File: src/rtl/kcsd_pkg.sv
// Shared types, constants and the constant rule table of the keypad combo detector.
`timescale 1ns / 1ps
`default_nettype none
package kcsd_pkg;

  // Defaults for the top-level parameters
  localparam int NUM_KEYS_DEF   = 16;
  localparam int NUM_RULES_DEF  = 44;
  localparam int NUM_STATES_DEF = 37;

  // Size of the rule table and of the per-state start table
  localparam int RULE_COUNT  = 44;
  localparam int START_COUNT = 37;
  localparam int RULE_IDX_W  = $clog2(RULE_COUNT);
  localparam int RULE_CNT_W  = $clog2(RULE_COUNT + 1);

  // Field widths
  localparam int KEY_W   = 16;
  localparam int STATE_W = 6;
  localparam int CODE_W  = 4;

  // Key test encoding inside a rule
  localparam logic [7:0] TEST_FIELD = 8'hf0;
  localparam logic [7:0] KEY_FIELD  = 8'h0f;
  localparam logic [7:0] TEST_DOWN  = 8'h10;
  localparam logic [7:0] TEST_UP    = 8'h20;

  // Chord of keys 8..11
  localparam logic [KEY_W-1:0] CHORD_B_MASK = 16'h0f00;
  localparam logic [KEY_W-1:0] ONE_KEY      = 16'h0001;

  // Combo codes
  localparam logic [CODE_W-1:0] CODE_NONE      = 4'd0;
  localparam logic [CODE_W-1:0] CODE_B_DOWN    = 4'd2;
  localparam logic [CODE_W-1:0] CODE_E_DOWN    = 4'd5;
  localparam logic [CODE_W-1:0] RELEASE_OFFSET = 4'd5;

  // State record kept in the state memory
  typedef struct packed {
    logic [STATE_W-1:0] seq_state;
    logic [CODE_W-1:0]  last_action;
    logic [KEY_W-1:0]   release_key_bit;
  } state_rec_t;

  localparam int STATE_REC_W = $bits(state_rec_t);
  localparam int STATE_DEPTH = 1;

  // One rule of the table
  typedef struct packed {
    logic [STATE_W-1:0] st;
    logic [7:0]         keytest;
    logic [STATE_W-1:0] next;
    logic [CODE_W-1:0]  act;
  } rule_t;

  // Write side of the state memory
  typedef struct packed {
    logic       we;
    state_rec_t data;
  } rec_wr_t;

  // Finished word handed to the output register
  typedef struct packed {
    logic              valid;
    logic [CODE_W-1:0] code;
  } result_t;

  // First rule of each state
  function automatic logic [RULE_IDX_W-1:0] first_rule(input logic [STATE_W-1:0] s);
    logic [RULE_IDX_W-1:0] r;
    r = '0;
    case (s)
      6'd0:  r = 6'd0;   6'd1:  r = 6'd4;   6'd2:  r = 6'd5;   6'd3:  r = 6'd6;
      6'd4:  r = 6'd7;   6'd5:  r = 6'd8;   6'd6:  r = 6'd9;   6'd7:  r = 6'd10;
      6'd8:  r = 6'd11;  6'd9:  r = 6'd12;  6'd10: r = 6'd13;  6'd11: r = 6'd14;
      6'd12: r = 6'd16;  6'd13: r = 6'd17;  6'd14: r = 6'd18;  6'd15: r = 6'd19;
      6'd16: r = 6'd20;  6'd17: r = 6'd21;  6'd18: r = 6'd22;  6'd19: r = 6'd23;
      6'd20: r = 6'd24;  6'd21: r = 6'd25;  6'd22: r = 6'd26;  6'd23: r = 6'd27;
      6'd24: r = 6'd28;  6'd25: r = 6'd29;  6'd26: r = 6'd30;  6'd27: r = 6'd32;
      6'd28: r = 6'd33;  6'd29: r = 6'd34;  6'd30: r = 6'd35;  6'd31: r = 6'd36;
      6'd32: r = 6'd38;  6'd33: r = 6'd39;  6'd34: r = 6'd41;  6'd35: r = 6'd42;
      6'd36: r = 6'd43;
      default: r = '0;
    endcase
    return r;
  endfunction

  function automatic rule_t mk(input int st, input int key, input logic [7:0] test,
                               input int nx, input int act);
    rule_t r;
    r.st      = STATE_W'(st);
    r.keytest = (8'(key) & KEY_FIELD) | test;
    r.next    = STATE_W'(nx);
    r.act     = CODE_W'(act);
    return r;
  endfunction

  // Rule table, in scan order
  function automatic rule_t rule_at(input logic [RULE_IDX_W-1:0] i);
    rule_t r;
    r = '0;
    case (i)
      6'd0:  r = mk(0, 12, TEST_DOWN, 1, 0);
      6'd1:  r = mk(0, 9, TEST_DOWN, 5, 0);
      6'd2:  r = mk(0, 8, TEST_DOWN, 9, 0);
      6'd3:  r = mk(0, 4, TEST_DOWN, 18, 0);
      6'd4:  r = mk(1, 13, TEST_DOWN, 2, 0);
      6'd5:  r = mk(2, 14, TEST_DOWN, 3, 0);
      6'd6:  r = mk(3, 15, TEST_DOWN, 4, 1);
      6'd7:  r = mk(4, 15, TEST_UP, 0, 6);
      6'd8:  r = mk(5, 10, TEST_DOWN, 6, 0);
      6'd9:  r = mk(6, 5, TEST_DOWN, 7, 0);
      6'd10: r = mk(7, 6, TEST_DOWN, 8, 3);
      6'd11: r = mk(8, 6, TEST_UP, 0, 8);
      6'd12: r = mk(9, 8, TEST_UP, 10, 0);
      6'd13: r = mk(10, 9, TEST_DOWN, 11, 0);
      6'd14: r = mk(11, 9, TEST_UP, 12, 0);
      6'd15: r = mk(11, 10, TEST_DOWN, 6, 0);
      6'd16: r = mk(12, 10, TEST_DOWN, 13, 0);
      6'd17: r = mk(13, 10, TEST_UP, 14, 0);
      6'd18: r = mk(14, 10, TEST_DOWN, 15, 0);
      6'd19: r = mk(15, 10, TEST_UP, 16, 0);
      6'd20: r = mk(16, 11, TEST_DOWN, 17, 4);
      6'd21: r = mk(17, 11, TEST_UP, 0, 9);
      6'd22: r = mk(18, 4, TEST_UP, 19, 0);
      6'd23: r = mk(19, 4, TEST_DOWN, 20, 0);
      6'd24: r = mk(20, 4, TEST_UP, 21, 0);
      6'd25: r = mk(21, 12, TEST_DOWN, 22, 0);
      6'd26: r = mk(22, 12, TEST_UP, 23, 0);
      6'd27: r = mk(23, 12, TEST_DOWN, 24, 0);
      6'd28: r = mk(24, 12, TEST_UP, 25, 0);
      6'd29: r = mk(25, 8, TEST_DOWN, 26, 0);
      6'd30: r = mk(26, 8, TEST_UP, 27, 0);
      6'd31: r = mk(26, 10, TEST_DOWN, 6, 0);
      6'd32: r = mk(27, 9, TEST_DOWN, 28, 0);
      6'd33: r = mk(28, 9, TEST_UP, 29, 0);
      6'd34: r = mk(29, 8, TEST_DOWN, 30, 0);
      6'd35: r = mk(30, 8, TEST_UP, 31, 0);
      6'd36: r = mk(31, 9, TEST_DOWN, 32, 0);
      6'd37: r = mk(31, 10, TEST_DOWN, 13, 0);
      6'd38: r = mk(32, 9, TEST_UP, 33, 0);
      6'd39: r = mk(33, 11, TEST_DOWN, 34, 0);
      6'd40: r = mk(33, 9, TEST_DOWN, 11, 0);
      6'd41: r = mk(34, 11, TEST_UP, 35, 0);
      6'd42: r = mk(35, 10, TEST_DOWN, 36, 5);
      6'd43: r = mk(36, 10, TEST_UP, 0, 10);
      default: r = '0;
    endcase
    return r;
  endfunction

  // Lowest set bit of a key mask
  function automatic logic [KEY_W-1:0] lowest_bit(input logic [KEY_W-1:0] v);
    return v & (~v + ONE_KEY);
  endfunction

endpackage
`default_nettype wire

File: src/rtl/kcsd_ram.sv
// Generic single-port-write, registered-read RAM.
`timescale 1ns / 1ps
`default_nettype none
module kcsd_ram #(
  parameter int WIDTH = 8,
  parameter int DEPTH = 2,
  parameter int AW    = (DEPTH > 1) ? $clog2(DEPTH) : 1
) (
  input  wire logic             clk,
  input  wire logic             we,
  input  wire logic [AW-1:0]    waddr,
  input  wire logic [WIDTH-1:0] wdata,
  input  wire logic             re,
  input  wire logic [AW-1:0]    raddr,
  output logic      [WIDTH-1:0] rdata
);

  logic [WIDTH-1:0] mem [DEPTH];

  // Write port
  always_ff @(posedge clk) begin
    if (we) begin
      mem[waddr] <= wdata;
    end
  end

  // Registered read port
  always_ff @(posedge clk) begin
    if (re) begin
      rdata <= mem[raddr];
    end
  end

endmodule
`default_nettype wire

File: src/rtl/kcsd_seq.sv
// Per-word sequencer: reads the state record, checks fast paths, scans rules, writes back.
`timescale 1ns / 1ps
`default_nettype none
module kcsd_seq #(
  parameter int NUM_KEYS   = kcsd_pkg::NUM_KEYS_DEF,
  parameter int NUM_RULES  = kcsd_pkg::NUM_RULES_DEF,
  parameter int NUM_STATES = kcsd_pkg::NUM_STATES_DEF
) (
  input  wire logic                          clk,
  input  wire logic                          rst,
  input  wire logic                          in_valid,
  output logic                               in_stall,
  input  wire logic [kcsd_pkg::KEY_W-1:0]    pressed_mask,
  input  wire logic [kcsd_pkg::KEY_W-1:0]    released_mask,
  input  wire logic [kcsd_pkg::KEY_W-1:0]    held_mask,
  output logic                               rec_rd,
  input  wire kcsd_pkg::state_rec_t          rec_rdata,
  output kcsd_pkg::rec_wr_t                  rec_wr,
  input  wire logic                          out_free,
  output kcsd_pkg::result_t                  result
);

  localparam int KW = kcsd_pkg::KEY_W;
  localparam int CW = kcsd_pkg::CODE_W;
  localparam int SW = kcsd_pkg::STATE_W;
  localparam int NW = kcsd_pkg::RULE_CNT_W;
  localparam int SCAN_END  = (NUM_RULES < kcsd_pkg::RULE_COUNT) ? NUM_RULES
                                                                 : kcsd_pkg::RULE_COUNT;
  localparam int STATE_END = (NUM_STATES < kcsd_pkg::START_COUNT) ? NUM_STATES
                                                                   : kcsd_pkg::START_COUNT;
  localparam logic [NW-1:0] SCAN_END_V  = NW'(SCAN_END);
  localparam logic [SW:0]   STATE_END_V = (SW + 1)'(STATE_END);
  localparam logic [KW-1:0] KEY_MASK    = KW'((17'd1 << NUM_KEYS) - 17'd1);

  localparam logic [1:0] S_IDLE = 2'd0;
  localparam logic [1:0] S_EVAL = 2'd1;
  localparam logic [1:0] S_SCAN = 2'd2;
  localparam logic [1:0] S_DONE = 2'd3;

  logic [1:0]           fsm, fsm_next;
  logic [KW-1:0]        down, up, held;
  kcsd_pkg::state_rec_t rec, rec_next;
  logic [CW-1:0]        code, code_next;
  logic [NW-1:0]        idx, idx_next;

  kcsd_pkg::rule_t      rule;
  logic [7:0]           rule_test;
  logic [KW-1:0]        rule_bit;
  logic [KW-1:0]        rule_mask;
  logic                 rule_in_state;
  logic                 rule_hit;
  logic [KW-1:0]        down_low;

  assign in_stall = (fsm != S_IDLE);
  // The state record has one entry; the read is launched with the accepted word
  assign rec_rd   = in_valid && (fsm == S_IDLE);
  assign down_low = kcsd_pkg::lowest_bit(down);

  // Current rule and its key test
  always_comb begin
    rule          = kcsd_pkg::rule_at(idx[kcsd_pkg::RULE_IDX_W-1:0]);
    rule_test     = rule.keytest & kcsd_pkg::TEST_FIELD;
    rule_bit      = kcsd_pkg::ONE_KEY << rule.keytest[3:0];
    if (rule_test == kcsd_pkg::TEST_DOWN) begin
      rule_mask = down;
    end else if (rule_test == kcsd_pkg::TEST_UP) begin
      rule_mask = up;
    end else begin
      rule_mask = held;
    end
    rule_in_state = (idx < SCAN_END_V) && (rule.st == rec.seq_state);
    rule_hit      = (rule_mask & rule_bit) != '0;
  end

  // Sequencer
  always_comb begin
    fsm_next  = fsm;
    rec_next  = rec;
    code_next = code;
    idx_next  = idx;
    rec_wr    = '0;
    result    = '0;
    unique case (fsm)
      S_IDLE: begin
        if (in_valid) begin
          fsm_next = S_EVAL;
        end
      end
      S_EVAL: begin
        rec_next  = rec_rdata;
        code_next = kcsd_pkg::CODE_NONE;
        fsm_next  = S_DONE;
        if (down == '0 && up == '0) begin
          // quiet scan: no change
        end else if (held == kcsd_pkg::CHORD_B_MASK &&
                     rec_rdata.last_action != kcsd_pkg::CODE_B_DOWN) begin
          // chord of keys 8..11
          if (down_low == '0) begin
            rec_next.last_action = kcsd_pkg::CODE_NONE;
          end else begin
            rec_next.release_key_bit = down_low;
            rec_next.last_action     = kcsd_pkg::CODE_B_DOWN;
            code_next                = kcsd_pkg::CODE_B_DOWN;
          end
        end else if (rec_rdata.last_action != kcsd_pkg::CODE_NONE &&
                     rec_rdata.last_action <= kcsd_pkg::CODE_E_DOWN) begin
          // combo down: watch its release key
          if ((held & rec_rdata.release_key_bit) == '0) begin
            rec_next.seq_state   = '0;
            rec_next.last_action = rec_rdata.last_action + kcsd_pkg::RELEASE_OFFSET;
            code_next            = rec_rdata.last_action + kcsd_pkg::RELEASE_OFFSET;
          end
        end else if ({1'b0, rec_rdata.seq_state} < STATE_END_V) begin
          idx_next = NW'(kcsd_pkg::first_rule(rec_rdata.seq_state));
          fsm_next = S_SCAN;
        end else begin
          // state with no rules
          rec_next.seq_state   = '0;
          rec_next.last_action = kcsd_pkg::CODE_NONE;
        end
      end
      S_SCAN: begin
        if (!rule_in_state || rule_hit) begin
          fsm_next = S_DONE;
          if (rule_in_state) begin
            rec_next.seq_state   = rule.next;
            rec_next.last_action = rule.act;
            code_next            = rule.act;
            if (rule.act != kcsd_pkg::CODE_NONE) begin
              rec_next.release_key_bit = down_low;
            end
          end else begin
            rec_next.seq_state   = '0;
            rec_next.last_action = kcsd_pkg::CODE_NONE;
            code_next            = kcsd_pkg::CODE_NONE;
          end
        end else begin
          idx_next = idx + NW'(1);
        end
      end
      S_DONE: begin
        // write back and hand over the result together
        if (out_free) begin
          rec_wr.we    = 1'b1;
          rec_wr.data  = rec;
          result.valid = 1'b1;
          result.code  = code;
          fsm_next     = S_IDLE;
        end
      end
      default: fsm_next = S_IDLE;
    endcase
  end

  // Control state
  always_ff @(posedge clk) begin
    if (rst) begin
      fsm <= S_IDLE;
    end else begin
      fsm <= fsm_next;
    end
  end

  // Working registers
  always_ff @(posedge clk) begin
    if (fsm == S_IDLE && in_valid) begin
      down <= pressed_mask & KEY_MASK;
      up   <= released_mask & KEY_MASK;
      held <= held_mask & KEY_MASK;
    end
    rec  <= rec_next;
    code <= code_next;
    idx  <= idx_next;
  end

endmodule
`default_nettype wire

File: src/rtl/keypad_combo_sequence_detector_top.sv
// Top level of the keypad combo sequence detector: state memory, sequencer, output register.
`timescale 1ns / 1ps
`default_nettype none
// Takes one keypad scan word (pressed, released and held key masks) and answers each with
// one combo code: 0 for none, 1..5 for combos A..E going down, 6..10 for their release.
// The sequence state, last action and release key live in a one-entry state memory that
// is read when a word is accepted and written back when its result is handed over; only
// one word is in flight, so read and write never overlap. A fast path (quiet scan, chord,
// combo held or released, state with no rules) decides a word without a rule scan;
// otherwise the rule table is walked one rule per cycle, and when no rule matches the
// slot that ends the state's rules is looked at as well. At most four rules for a state
// here. The result sits in an output register; a stalled result holds back the next
// word's write-back, not its evaluation.
module keypad_combo_sequence_detector_top #(
  parameter int NUM_KEYS   = kcsd_pkg::NUM_KEYS_DEF,
  parameter int NUM_RULES  = kcsd_pkg::NUM_RULES_DEF,
  parameter int NUM_STATES = kcsd_pkg::NUM_STATES_DEF
) (
  input  wire logic                          clk,
  input  wire logic                          rst,
  input  wire logic                          in_valid,
  output logic                               in_stall,
  input  wire logic [kcsd_pkg::KEY_W-1:0]    pressed_mask,
  input  wire logic [kcsd_pkg::KEY_W-1:0]    released_mask,
  input  wire logic [kcsd_pkg::KEY_W-1:0]    held_mask,
  output logic                               out_valid,
  input  wire logic                          out_stall,
  output logic [kcsd_pkg::CODE_W-1:0]        combo_code
);

  localparam int AW = (kcsd_pkg::STATE_DEPTH > 1) ? $clog2(kcsd_pkg::STATE_DEPTH) : 1;

  logic                                rec_rd;
  logic [kcsd_pkg::STATE_REC_W-1:0]    ram_rdata;
  kcsd_pkg::state_rec_t                rec_rdata;
  kcsd_pkg::rec_wr_t                   rec_wr;
  kcsd_pkg::result_t                   result;
  logic                                rec_valid;
  logic                                out_free;

  // State memory
  kcsd_ram #(
    .WIDTH (kcsd_pkg::STATE_REC_W),
    .DEPTH (kcsd_pkg::STATE_DEPTH),
    .AW    (AW)
  ) u_state_ram (
    .clk   (clk),
    .we    (rec_wr.we),
    .waddr ('0),
    .wdata (rec_wr.data),
    .re    (rec_rd),
    .raddr ('0),
    .rdata (ram_rdata)
  );

  // Entry reads as zero until first written after reset
  always_ff @(posedge clk) begin
    if (rst) begin
      rec_valid <= 1'b0;
    end else if (rec_wr.we) begin
      rec_valid <= 1'b1;
    end
  end

  assign rec_rdata = rec_valid ? kcsd_pkg::state_rec_t'(ram_rdata) : '0;
  assign out_free  = !out_valid || !out_stall;

  kcsd_seq #(
    .NUM_KEYS   (NUM_KEYS),
    .NUM_RULES  (NUM_RULES),
    .NUM_STATES (NUM_STATES)
  ) u_seq (
    .clk           (clk),
    .rst           (rst),
    .in_valid      (in_valid),
    .in_stall      (in_stall),
    .pressed_mask  (pressed_mask),
    .released_mask (released_mask),
    .held_mask     (held_mask),
    .rec_rd        (rec_rd),
    .rec_rdata     (rec_rdata),
    .rec_wr        (rec_wr),
    .out_free      (out_free),
    .result        (result)
  );

  // Output register
  always_ff @(posedge clk) begin
    if (rst) begin
      out_valid <= 1'b0;
    end else if (result.valid) begin
      out_valid <= 1'b1;
    end else if (!out_stall) begin
      out_valid <= 1'b0;
    end
  end

  always_ff @(posedge clk) begin
    if (result.valid) begin
      combo_code <= result.code;
    end
  end

endmodule
`default_nettype wire

File: config.mk
export PLATFORM = sky130hd
export DESIGN_NAME = keypad_combo_sequence_detector_top
export DESIGN_NICKNAME = d
export VERILOG_FILES = /design/src/rtl/kcsd_pkg.sv /design/src/rtl/kcsd_ram.sv /design/src/rtl/kcsd_seq.sv /design/src/rtl/keypad_combo_sequence_detector_top.sv
export SDC_FILE = /design/constraint.sdc
export NUM_CORES = 1
export LEC_CHECK = 0
export BUFFER_PORTS_ARGS = -buffer_cell sky130_fd_sc_hd__buf_2
export CAP_MARGIN = 20
export CORE_MARGIN = 3
export CORE_UTILIZATION = 26
export DETAILED_ROUTE_END_ITERATION = 10
export PLACE_DENSITY = 0.51
export SLEW_MARGIN = 15
export SYNTH_ARGS = -nofsm -noshare
export SYNTH_HDL_FRONTEND = slang
export SYNTH_HIERARCHICAL = 1
export SYNTH_SLANG_ARGS = --single-unit
File: constraint.sdc
create_clock -name clk -period 7.7 [get_ports clk]
set_input_delay 1.155 -clock clk [delete_from_list [all_inputs] [get_ports clk]]
set_output_delay 1.155 -clock clk [all_outputs]
set_load 0.005 [all_outputs]
==> results of run 1 <==
-- worst paths after layout --
check / startpoint / endpoint / slack, ns
setup / recovery: u_seq/fsm[0]$_SDFFE_PP0P_ / u_seq/rule[4]$_DFF_P_ / 2.34
hold / removal: u_state_ram/mem[0][20]$_DFFE_PP_ / u_state_ram/rdata[20]$_DFFE_PP_ / 0.42
setup reg to reg: u_seq/fsm[0]$_SDFFE_PP0P_ / u_seq/rule[4]$_DFF_P_ / 2.34
hold reg to reg: u_state_ram/mem[0][20]$_DFFE_PP_ / u_state_ram/rdata[20]$_DFFE_PP_ / 0.42
-- metal layers --
metal,vias up,track usage,share of wire,routed length [microns]
li1,3118,-,-,-
met1,3198,0.205,0.51,12100
met2,230,0.185,0.43,10100
met3,24,0.0206,0.057,1340
met4,0,0.0287,0.0099,236
met5,-,0,0,0
-- flip-flops by register name, summed over array words and instances (netlist names), 6 cells and up --
signal / flops
u_seq/rec: 26
u_state_ram/mem: 26
u_state_ram/rdata: 26
u_seq/rule: 22
u_seq/down: 16
u_seq/held: 16
u_seq/up: 16
u_seq/idx: 6
-- final cells by class --
class,instances,area [sq um],share of cell area
tap,448,561,0.0542
clock inverter,15,211,0.0204
timing repair buffer,65,345,0.0334
sequential,166,4720,0.457
inverter,27,109,0.0105
clock buffer,17,425,0.0411
multi-input combinational,564,3970,0.384
-- critical path, stage by stage (launching register included) --
cell and delay, ns:
dfxtp_1 0.33, inv_1 0.14, ha_1 0.75, and4bb_1 0.52, and4bb_1 0.26, a21oi_1 0.08, or3_1 0.67, inv_8 0.28
mux2i_1 0.65, inv_1 0.39, ha_1 0.41, or4_1 0.51, o21ai_0 0.08, o221ai_1 0.14
-- power by group through the flow --
stage	Clock, mW	Sequential (mW)	Combinational (mW)
after floorplan	0	1.37	1.45
after global placement	0	1.51	1.76
after detailed placement	0	1.51	1.75
after CTS	0.936	1.50	1.76
after global routing	0.974	1.53	1.94
final	0.912	1.50	1.78
==> flow_metrics.py, run 1 <==
metrics = {
    "outcome": {
        "status": "finished clean",
    },
    "clocking": {
        "root_buffer": "clkbuf_16",
        "numCtsBuffers": 17,
        "clk_pin_slew_ns": 0.07,
        "postCtsHoldBufs": 0,
        "ctsResizeCount": 0,
        "cts_sinks": 166,
        "cts_tree": "yes",
        "clk_latency_ns": 0.44,
        "clockBufferDepth": 2,
        "htree_levels": 4,
        "postCtsSetupBuffers": 0,
    },
    "sta": {
        "final-max-slew-violation-count": 0,
        "slew_headroom": 0.283,
        "finalSetupViolations": 0,
        "worst_slack_ns": 2.34,
        "worst_pin_slew_ns": 1.08,
        "whs_ns": 0.419,
        "period_minus_slack_ns": 5.36,
        "fmax_mhz": 187,
        "hold_violations": 0,
        "fin_crit_sh": 0.696,
        "tns_ns": 0,
        "finClkSkew_ns": 0.0183,
        "rsz0062_at_grt": "no",
    },
    "global_route": {
        "grt_max_degree": 75,
        "grt_pass1_wl_microns": 37500,
        "grt_antenna_before_repair": 0,
        "grt_overflow": 0,
        "grtUsageTotal": 0.130,
        "grt_pass1_vias": 6193,
    },
    "placed_design": {
        "hpwl_microns": 16900,
        "placed_cells": 1270,
        "place_congestion": 0.866,
        "io_buffers": 57,
        "place_ws_ns": 2.32,
        "dpl-instance-area_sq_mm": 0.00971,
    },
    "floorplan": {
        "dieArea_sq_mm": 0.0373,
        "die_width_microns": 193,
        "core_sq_mm": 0.0340,
        "start_util": 0.268,
        "num_rows": 67,
        "top_level_ports": 58,
        "dieHeight_microns": 193,
    },
    "routing": {
        "drtIter0Drc": 752,
        "wl_per_cell_microns": 18.3,
        "wl_microns": 23800,
        "first_pass_iters": 6,
        "drc": 0,
        "vias": 6570,
        "vias_per_cell": 5.05,
        "ant_nets": 0,
    },
    "power_and_ir_drop": {
        "clkPwrFrac": 0.218,
        "irDropWorstVdd_mv": 0.199,
        "sequentialPowerShare": 0.358,
        "p_total_mw": 4.19,
        "switchingPower_mw": 1.72,
        "internal_power_mw": 2.47,
        "p_per_area_mw_per_mm2": 405,
        "combPwrFrac": 0.424,
        "p_leak_nw": 3.72,
        "swShare": 0.410,
    },
    "min_path": {
        "hold_class": "flop to flop",
        "min_path_cells": 0,
    },
    "synth": {
        "syn_area_sq_mm": 0.00911,
        "syn_area_per_cell_sq_um": 11.3,
        "synthesis.nets": 891,
        "netlist_instances": 809,
        "yosysWarnings": 6,
    },
    "finish": {
        "drive_gt1_frac": 0.181,
        "area_growth_pct": 13.6,
        "diodes": 0,
        "final_util": 0.304,
        "design_area_sq_mm": 0.0103,
        "fill_cells": 3534,
        "mostFrequentLayoutCells": "140 x edfxtp_1, 57 x nand2_1, 57 x buf_2",
        "final_nets": 923,
        "stdcell_count": 1302,
        "layout_commonest_cell": "edfxtp_1",
    },
    "worst_setup_path": {
        "cp-end-kind": "flop",
        "startpoint_type": "flop",
        "arrival_ns": 5.66,
        "path_class": "flop to flop",
        "cp_max_fo": 25,
        "r2r_cells": 13,
        "required_ns": 8.00,
    },
    "flow_run": {
        "drv_cap": 0,
    },
}
No activity file was read; power rests on OpenSTA's default activity.
==> run 2: changes to the inputs <==
==> constraint.sdc (replaced) <==
create_clock -name clk -period 5.28 [get_ports clk]
set_input_delay 0.792 -clock clk [delete_from_list [all_inputs] [get_ports clk]]
set_output_delay 0.792 -clock clk [all_outputs]
set_load 0.005 [all_outputs]
==> flow_metrics.py, run 2 (same netlist as run 1, synthesis figures left out) <==
metrics = {
    "outcome": {
        "status": "finished clean",
    },
    "routing": {
        "drc": 0,
        "ant_nets": 0,
        "vias": 6657,
        "first_pass_iters": 6,
        "wl_per_cell_microns": 18.7,
        "drtIter0Drc": 826,
        "vias_per_cell": 5.07,
        "wl_microns": 24600,
    },
    "finish": {
        "layout_commonest_cell": "edfxtp_1",
        "stdcell_count": 1312,
        "final_nets": 933,
        "drive_gt1_frac": 0.191,
        "final_util": 0.304,
        "area_growth_pct": 13.7,
        "fill_cells": 3559,
        "top_regs": "u_seq/rec x26, u_state_ram/mem x26, u_state_ram/rdata x26",
        "mostFrequentLayoutCells": "140 x edfxtp_1, 57 x nand2_1, 57 x buf_2",
        "diodes": 0,
    },
    "worst_setup_path": {
        "crit_family": "simple AND/OR/NAND/NOR gates",
        "arrival_ns": 4.53,
        "path_common_cell": "and4bb_1",
        "path_class": "flop to flop",
        "worst_path_max_delay_cell": "edfxtp_1",
        "startpoint_type": "flop",
        "crit_path_cell_trace": "and2_4 > o21a_1 > and4bb_1 > and4bb_1 > a21oi_1 > or3_1 > inv_8 > mux2i_1 > inv_1 > ha_1 > or4_1 > o21ai_0 > o221ai_1",
        "required_ns": 5.57,
        "cp_slowest_stage_delay_ns": 0.56,
        "cp-end-kind": "flop",
        "cp_max_fo": 23,
        "worst-path-buf-inv": 2,
    },
    "placed_design": {
        "place_congestion": 0.861,
        "placed_cells": 1280,
        "io_buffers": 57,
        "hpwl_microns": 17300,
    },
    "power_and_ir_drop": {
        "sequentialPowerShare": 0.357,
        "combPwrFrac": 0.444,
        "p_leak_nw": 3.73,
        "switchingPower_mw": 2.49,
        "clkPwrFrac": 0.200,
        "swShare": 0.413,
        "p_per_area_mw_per_mm2": 584,
        "irDropWorstVdd_mv": 0.242,
        "internal_power_mw": 3.55,
    },
    "min_path": {
        "hold_class": "flop to flop",
    },
    "clocking": {
        "root_buffer": "clkbuf_16",
        "ctsResizeCount": 0,
        "clk_pin_slew_ns": 0.07,
        "cts_tree": "yes",
        "numCtsBuffers": 17,
        "postCtsSetupBuffers": 0,
        "postCtsHoldBufs": 0,
        "cts_sinks": 166,
        "htree_levels": 4,
        "clk_latency_ns": 0.43,
        "clockBufferDepth": 2,
    },
    "flow_run": {
        "drv_cap": 0,
    },
    "sta": {
        "final-max-slew-violation-count": 0,
        "slew_headroom": 0.305,
        "fmax_mhz": 236,
        "rsz0062_at_grt": "no",
        "tns_ns": 0,
        "fin_crit_sh": 0.803,
        "hold_violations": 0,
        "finalSetupViolations": 0,
        "finClkSkew_ns": 0.00977,
        "period_minus_slack_ns": 4.24,
        "worst_pin_slew_ns": 1.04,
    },
    "global_route": {
        "grt_pass1_vias": 6432,
        "grt_antenna_before_repair": 0,
        "grt_overflow": 0,
        "grt_max_degree": 75,
        "grtUsageTotal": 0.133,
        "grt_pass1_wl_microns": 38300,
    },
    "floorplan": {
        "dieArea_sq_mm": 0.0373,
        "core_sq_mm": 0.0340,
        "start_util": 0.268,
        "die_width_microns": 193,
        "dieHeight_microns": 193,
        "num_rows": 67,
        "top_level_ports": 58,
    },
}
run 2: cell count changes in the layout (fill, tap and decap cells not counted), sizes merged:
cell	change
buf	+10
clkinv	-1
clkinvlp	+3
clkbuf	+2
bufinv	-2
inv	-2
run 2: metal layers:
metal	up-vias	GRT usage	wire, microns	part of all wire
li1	3138	-	-	-
met3	27	0.0275	1370	0.056
met2	246	0.197	10800	0.44
met5	-	0	0	0
met4	0	0.0306	276	0.011
met1	3246	0.200	12100	0.49
run 2: layout make-up:
type,instances,area [sq um],area share
Timing Repair Buffer,75,420,0.0406
Sequential cell,166,4720,0.456
Inverter,27,109,0.0105
Multi-Input combinational cell,564,3980,0.384
Tap cell,448,561,0.0541
Clock inverter,13,123,0.0118
Clock buffer,19,443,0.0428
run 2: final timing paths:
path,slack (ns),end,start,depth (start not counted)
hold / removal,0.42,u_state_ram/rdata[16]$_DFFE_PP_,u_state_ram/mem[0][16]$_DFFE_PP_,0
setup reg to reg,1.04,u_seq/rule[4]$_DFF_P_,u_seq/idx[2]$_DFFE_PN_,13
hold reg to reg,0.42,u_state_ram/rdata[16]$_DFFE_PP_,u_state_ram/mem[0][16]$_DFFE_PP_,0
setup / recovery,1.04,u_seq/rule[4]$_DFF_P_,u_seq/idx[2]$_DFFE_PN_,13
run 2: metrics by stage:
stage	hold WS (ns)	instance area (sq um)	power [mW]	setup slack, ns
floorplan	0.400	9110	4.11	1.24
global placement	0.401	9790	4.83	1.11
detailed placement	0.405	9790	4.82	1.08
CTS	0.420	10400	6.04	1.05
global route	0.423	10400	6.42	0.747
finish	0.418	10400	6.04	1.04
run 2: power by group through the flow:
| stage | Sequential [mW] | Clock [mW] | Combinational (mW) |
|---|---|---|---|
| global route | 2.19 | 1.30 | 2.93 |
| CTS | 2.15 | 1.23 | 2.66 |
| detailed placement | 2.17 | 0 | 2.65 |
| floorplan | 2.00 | 0 | 2.11 |
| finish | 2.15 | 1.21 | 2.68 |
| global placement | 2.17 | 0 | 2.66 |
